## src/hdl/ssta_pkg.sv

```systemverilog
// Package: shared constants, types and codes of the sorted sparse term accumulator.
package ssta_pkg;

	localparam int MAX_TERMS = 64;
	localparam int EXP_BITS  = 16;
	localparam int COEF_BITS = 32;
	localparam int IDX_W     = $clog2(MAX_TERMS);
	localparam int COUNT_W   = $clog2(MAX_TERMS + 1);

	// Result status codes
	typedef enum logic [2:0] {
		ST_INSERTED  = 3'd0,
		ST_MERGED    = 3'd1,
		ST_CANCELLED = 3'd2,
		ST_DROPPED   = 3'd3,
		ST_ZERO      = 3'd4,
		ST_READ_OK   = 3'd5,
		ST_READ_OOR  = 3'd6
	} status_t;

	// Item opcodes
	typedef enum logic {
		OP_ADD  = 1'b0,
		OP_READ = 1'b1
	} opcode_t;

	// What the cell row does in an update cycle
	typedef enum logic [1:0] {
		UPD_NONE  = 2'd0,
		UPD_INS   = 2'd1,
		UPD_DEL   = 2'd2,
		UPD_WRITE = 2'd3
	} upd_kind_t;

	// Sequencer states
	typedef enum logic [1:0] {
		S_IDLE,
		S_PICK,
		S_UPD
	} state_t;

	// One stored term
	typedef struct packed {
		logic [COEF_BITS-1:0] coef;
		logic [EXP_BITS-1:0]  expo;
	} term_t;

	// Control broadcast from the sequencer to every cell
	typedef struct packed {
		logic                 cmp;
		logic                 rd;
		logic [IDX_W-1:0]     rd_idx;
		logic [EXP_BITS-1:0]  expo;
		logic [COUNT_W-1:0]   count;
		upd_kind_t            kind;
		logic [COEF_BITS-1:0] coef;
	} bcast_t;

	// Flags a cell reports back after a compare
	typedef struct packed {
		logic gt;
		logic eq;
		logic sel;
	} cell_flags_t;

endpackage

```

## src/hdl/ssta_cell.sv

```systemverilog
// Cell: holds one table term, compares it against the item and shifts with its neighbors.
module ssta_cell (
	input  logic                         clk,
	input  logic                         arst_n,
	input  logic [ssta_pkg::IDX_W-1:0]   idx,
	input  ssta_pkg::bcast_t             bcast,
	input  ssta_pkg::term_t              left_term,
	input  ssta_pkg::term_t              right_term,
	input  logic                         left_gt,
	output ssta_pkg::term_t              term,
	output ssta_pkg::cell_flags_t        flags
);

	ssta_pkg::term_t       term_q;
	ssta_pkg::cell_flags_t flags_q;
	logic                  live;

	// Entry is part of the table when its position is below the count
	assign live = {1'b0, idx} < bcast.count;

	// Compare against the incoming word
	always_ff @(posedge clk or negedge arst_n) begin
		if (!arst_n) begin
			flags_q <= '0;
		end else if (bcast.cmp) begin
			flags_q.gt  <= live && (term_q.expo > bcast.expo);
			flags_q.eq  <= live && (term_q.expo == bcast.expo);
			flags_q.sel <= bcast.rd ? (idx == bcast.rd_idx)
				: (live && (term_q.expo == bcast.expo));
		end
	end

	// Shift in from a neighbor, take the new term, or write the merged sum
	always_ff @(posedge clk) begin
		case (bcast.kind)
			ssta_pkg::UPD_INS: begin
				if (!left_gt) begin
					term_q <= left_term;
				end else if (!flags_q.gt) begin
					term_q <= '{coef: bcast.coef, expo: bcast.expo};
				end
			end
			ssta_pkg::UPD_DEL: begin
				if (!flags_q.gt) begin
					term_q <= right_term;
				end
			end
			ssta_pkg::UPD_WRITE: begin
				if (flags_q.eq) begin
					term_q.coef <= bcast.coef;
				end
			end
			default: begin
			end
		endcase
	end

	assign term  = term_q;
	assign flags = flags_q;

endmodule

```

## config.mk

```make
export PLATFORM = sky130hd
export DESIGN_NAME = ssta_cell
export DESIGN_NICKNAME = d
export VERILOG_FILES = /design/src/hdl/ssta_pkg.sv /design/src/hdl/ssta_cell.sv
export SDC_FILE = /design/constraint.sdc
export NUM_CORES = 1
export LEC_CHECK = 0
export CORE_AREA = 2 2 85 87
export DETAILED_ROUTE_END_ITERATION = 6
export DIE_AREA = 0 0 87 89
export DONT_BUFFER_PORTS = 1
export PLACE_DENSITY = 0.75
export RECOVER_POWER = 100
export SLEW_MARGIN = 20
export SYNTH_ARGS = -nofsm -noshare
export SYNTH_HDL_FRONTEND = slang
export SYNTH_SLANG_ARGS = --single-unit
export TNS_END_PERCENT = 10
```

## constraint.sdc

```tcl
create_clock -name clk -period 4.6 [get_ports clk]
set_input_delay 0.92 -clock clk [delete_from_list [all_inputs] [get_ports clk]]
set_output_delay 0.92 -clock clk [all_outputs]
set_load 0.01 [all_outputs]
```

# Yosys cells after proc, flatten, opt, wreduce, memory -nomap -nowiden

Index checks and enable logic that the tools add are counted.

Flip-flop bits (word level): 51
Input port bits: 170
Output and inout bits: 51
Word-level logic and storage cells: 28

Magnitude comparators: 2
Eq/ne operators: 8
Mux-type cells: 7
Reductions and logical operators: 6

Operators by type and width:

| kind               | count |
|---|---|
| $mux 48            | 3 |
| $pmux 32 s3        | 1 |
| $mux 32            | 1 |
| $pmux 16 s2        | 1 |
| $eq 16x16->1       | 1 |
| $gt 16x16->1       | 1 |
| $lt 6x7->1         | 1 |
| $eq 6x6->1         | 1 |
| $eq 2x2->1 const B | 2 |
| $ne 2x2->1 const B | 2 |
| $reduce_and 4->1   | 1 |
| $ne 3x3->1 const B | 1 |
| $reduce_and 3->1   | 1 |
| $reduce_bool 3->1  | 1 |
| $eq 2x1->1 const B | 1 |
| $logic_and 1x1->1  | 2 |
| $reduce_bool 2->1  | 1 |
| $mux 1             | 1 |

# Longest topological paths before layout

Word-level depth: 3
Depth in mapped cells: 7
Mapped depth without buffers: 7

# Worst setup path after synthesis

No wires, ideal clock.

Path type: input-to-reg
Start point: input left_gt
End point: register term_q (netlist bit term[16]) (enable)
Setup time: 421 ps
Data arrival time: 2844 ps
Data required time: 4179 ps
Slack: 1335 ps
Stages: 6
Buffers on the path: 3
Cell sequence: buf_4 -> buf_6 -> buf_6 -> nand2_1 -> a21oi_1 -> nor2_1

Longest elaborated chain between the ends: 2

RTL lines:

| what                              | RTL line        | text |
|---|---|---|
| start: declaration                | ssta_cell.sv:9  | `input logic left_gt,` |
| $ne 3x3->1 (no source line)       | n/a             |  |
| $reduce_and 4->1 (no source line) | n/a             |  |
| end signal: assignment            | ssta_cell.sv:38 | `term_q <= left_term;` |
| end signal: assignment            | ssta_cell.sv:40 | `term_q <= '{coef: bcast.coef, expo: bcast.expo};` |
| end signal: assignment            | ssta_cell.sv:45 | `term_q <= right_term;` |
| end: declaration                  | ssta_cell.sv:14 | `ssta_pkg::term_t term_q;` |

Every way passes these cells.
A chain may end at the register's enable or synchronous reset.

# Final worst setup path

Start point: input bcast[32] (netlist name)
End point: register term_q (netlist bit term[14]), data pin

Longest elaborated chain between the ends: 2
Elaborated cells between the ends (all ways): 3
Classes of those cells: eq/ne (2); mux (1)

RTL lines:

| what                                            | RTL line        | text |
|---|---|---|
| start: declaration                              | ssta_cell.sv:6  | `input ssta_pkg::bcast_t bcast,` |
| $eq 2x2->1 / $eq 2x1->1 (equally long branches) | ssta_cell.sv:35 | `case (bcast.kind)` |
| $pmux 16 s2 (*)                                 | ssta_cell.sv:35 |  |

Mark *: on every way between the ends. The rest lies on a longest branch, timed or not.

==> qor.yml <==
diodes: 0
syn-num-nets: 542
critPathBufInv: 0
cts_root_buffer: "clkbuf_8"
grt_max_degree: 82
failed_checks: "max-capacitance violations, max-slew violations"
startpoint_type: "primary input"
min-delay-path-class: "primary input to async pin"
grt_pass1_wl_um: 11800
peakVddDrop_uv: 205
nNetsFinal: 527
row_count: 30
routed-via-count: 2563
multi_input_area_mm2: 0.00184
status: "finished with violations"
cts_tree: "done"
dieHeight_um: 89
power_leakage_nw: 1.45
cts_max_path_buffers: 2
crit_path_cell_trace: "nor2b_1, o21ai_0"
synth.area.top_cells: "edfxtp_1 (40%), mux2i_1 (13%), ha_1 (7.3%)"
fmax_mhz: 384
core_area_mm2: 0.00672
yosysWarnings: 0
drv_slew: 83
crit_type: "primary input to flip-flop"
min_period_ns: 2.60
slowest_stage: "nor2b_1"
yosysSeqAreaShare_pct: 42.2
crit_family: "simple AND/OR/NAND/NOR gates"
first_pass_iters: 4
finalSetupViolCount: 0
viasPerCell: 6.15
ys_seq_elements: 51
antenna_found_initial: 0
hold_viol: 0
internal-power_mw: 0.824
drive_gt1_share_pct: 3.86
die_x_um: 87
htreeDepth: 2
cts.reportedPaths.clkPinSlew_ns: 0.10
syn_area_per_cell_um2: 10.2
die-area_mm2: 0.00774
cts-resized-gates: 0
cpPeakStageDelay_ns: 1.32
synth_largest_area_cell: "edfxtp_1"
relSlewSlack_pct: -17.8
track_usage_pct: 19.5
r2r-end: "term[33]"
area_growth_pct: 1.88
p_switching_mw: 0.297
drtAntennaViolNets: 0
power_frac_comb_pct: 14.7
io_pins: 221
async_flop_share_pct: 5.88
wl_per_cell_um: 19.5
drt-initial-drc-count: 77
cts_num_sinks: 51
synth_edf_count: 48
synth_cells: 351
dp.final_hpwl_um: 6150
drcViolationCount: 0
gp_congestion: 0.806
synth_top_area_share_pct: 40.1
numCtsBuffers: 5
arrival_ns: 2.58
cp_max_fo: 37
rsz0062_at_grt: "false"
tns_ns: 0
cts_setup_buffers: 0
required_ns: 4.58
fin_total_pwr_mw: 1.12
synth_ff_type: "edfxtp_1"
clkPwrFrac_pct: 28.8
netSwitchingFraction_pct: 26.5
r2r-start: "flags[2]"
netlist_area_mm2: 0.00359
p_per_area_mw_per_mm2: 306
netlist-cell-type-count: 39
overflow: 0
ff_latch_area_mm2: 0.00152
tightest_slew_ns: 1.76
clock_latency_ns: 0.30
reg2reg_depth: 4
end_kind: "flip-flop"
r2r_slack_ns: 2.19
io_buffers: 0
grt_pass1_vias: 2415
startpoint: "bcast[32]"
seqPwrFrac_pct: 56.5
finalCritPeriodShare_pct: 56.6
start_util_pct: 53.5
fin_skew_ns: 0.00881
drv_cap: 3
cts_hold_buf: 0
wl_um: 8140
fillers: 620
[routing by layer]
layer	part of all wire (%)	vias up	global-route usage, %
met5	0	-	0
met4	0.84	0	5.11
met3	8.9	4	5.26
met2	53	121	35.5
met1	38	1176	22.7
li1	-	1262	-
[how the worst max path moves through the flow]
| stage | slack [ns] | to | depth (start not counted) |
|---|---|---|---|
| after global routing | 1.73 | term[14] | 2 |
| after global placement | 2.36 | term[2] | 2 |
| after detailed placement | 2.29 | term[3] | 2 |
| final | 2.00 | term[14] | 2 |
| after floorplan | 1.34 | term[16] | 6 |
| after CTS | 2.63 | term[3] | 2 |
[final cells by class]
class | count | area share (%)
clock buffer | 5 | 1.88
clock inverter | 3 | 1.26
inverter | 23 | 2.36
multi-input combinational | 254 | 50.2
sequential | 51 | 41.4
tap | 80 | 2.73
timing repair buffer | 1 | 0.103
[power by group through the flow]
stage                     registers, mW  logic, mW  clock network (mW)
after detailed placement          0.644      0.170                   0
final                             0.634      0.165               0.323
after global placement            0.643      0.162                   0
after floorplan                   0.631      0.168                   0
after global routing              0.639      0.191               0.346
after CTS                         0.633      0.171               0.330
[cells by family after synthesis]
| logic type | share of synthesized area, % |
|---|---|
| adder cells (fa/ha/maj) | 7.31 |
| multiplexers | 13.4 |
| buffers and inverters | 6.41 |
| AO/OA/AOI/OAI | 17.5 |
| AND/OR/NAND/NOR | 11.7 |
| flip-flops | 42.2 |
| XOR/XNOR | 1.46 |
[cell usage in the layout (no fill, tap or decap), drive strengths merged, types with 3 or more instances in the layout]
| cell type | count |
|---|---|
| nor2 | 4 |
| clkbuf | 6 |
| a211oi | 31 |
| dfrtp | 3 |
| xor2 | 3 |
| nand4 | 4 |
| nor2b | 32 |
| a21oi | 41 |
| edfxtp | 48 |
| xnor2 | 3 |
| ha | 21 |
| o22ai | 3 |
| mux2i | 47 |
| inv | 24 |
| nand2 | 26 |
| a21o | 3 |
| o21ai | 19 |
| nand2b | 3 |
[stage by stage]
step                utilization (%)  cells  setup slack (ns)  cell area (um2)  hold slack [ns]
floorplan                         -    351              1.34             3590            0.537
global placement               53.1    409              2.36             3570            0.565
detailed placement             53.1    409              2.29             3570            0.568
CTS                            54.8    417              2.63             3680            0.292
global route                   54.5    417              1.73             3660            0.284
finish                         54.5    417              2.00             3660            0.306
[sequential cells by signal (all words and copies together) (netlist names)]
name   cells
flags      3
term      48
[synthesized netlist by cell type, types with 3 or more instances]
cell type / instances
buf_2: 10
a21o_1: 3
nand4_1: 3
nand2_1: 25
a21oi_1: 41
clkbuf_1: 4
buf_4: 6
a211oi_1: 31
o21ai_1: 8
o21ai_0: 11
inv_1: 23
xor2_1: 3
buf_6: 3
xnor2_1: 3
nand2b_1: 3
dfrtp_1: 3
ha_1: 21
edfxtp_1: 48
o22ai_1: 3
mux2i_1: 47
nor2b_1: 31
nor2_1: 4
[worst register-to-register path: cells and delay by family, from the launching register on]
kind / cells / cell delay, ns
AOI/OAI and AO/OA: 1 / 0.08
buffers and inverters: 1 / 1.24
DFF: 1 / 0.47
and+or+nand+nor: 2 / 0.21
Note: power is estimated with default switching activity, not from simulation.
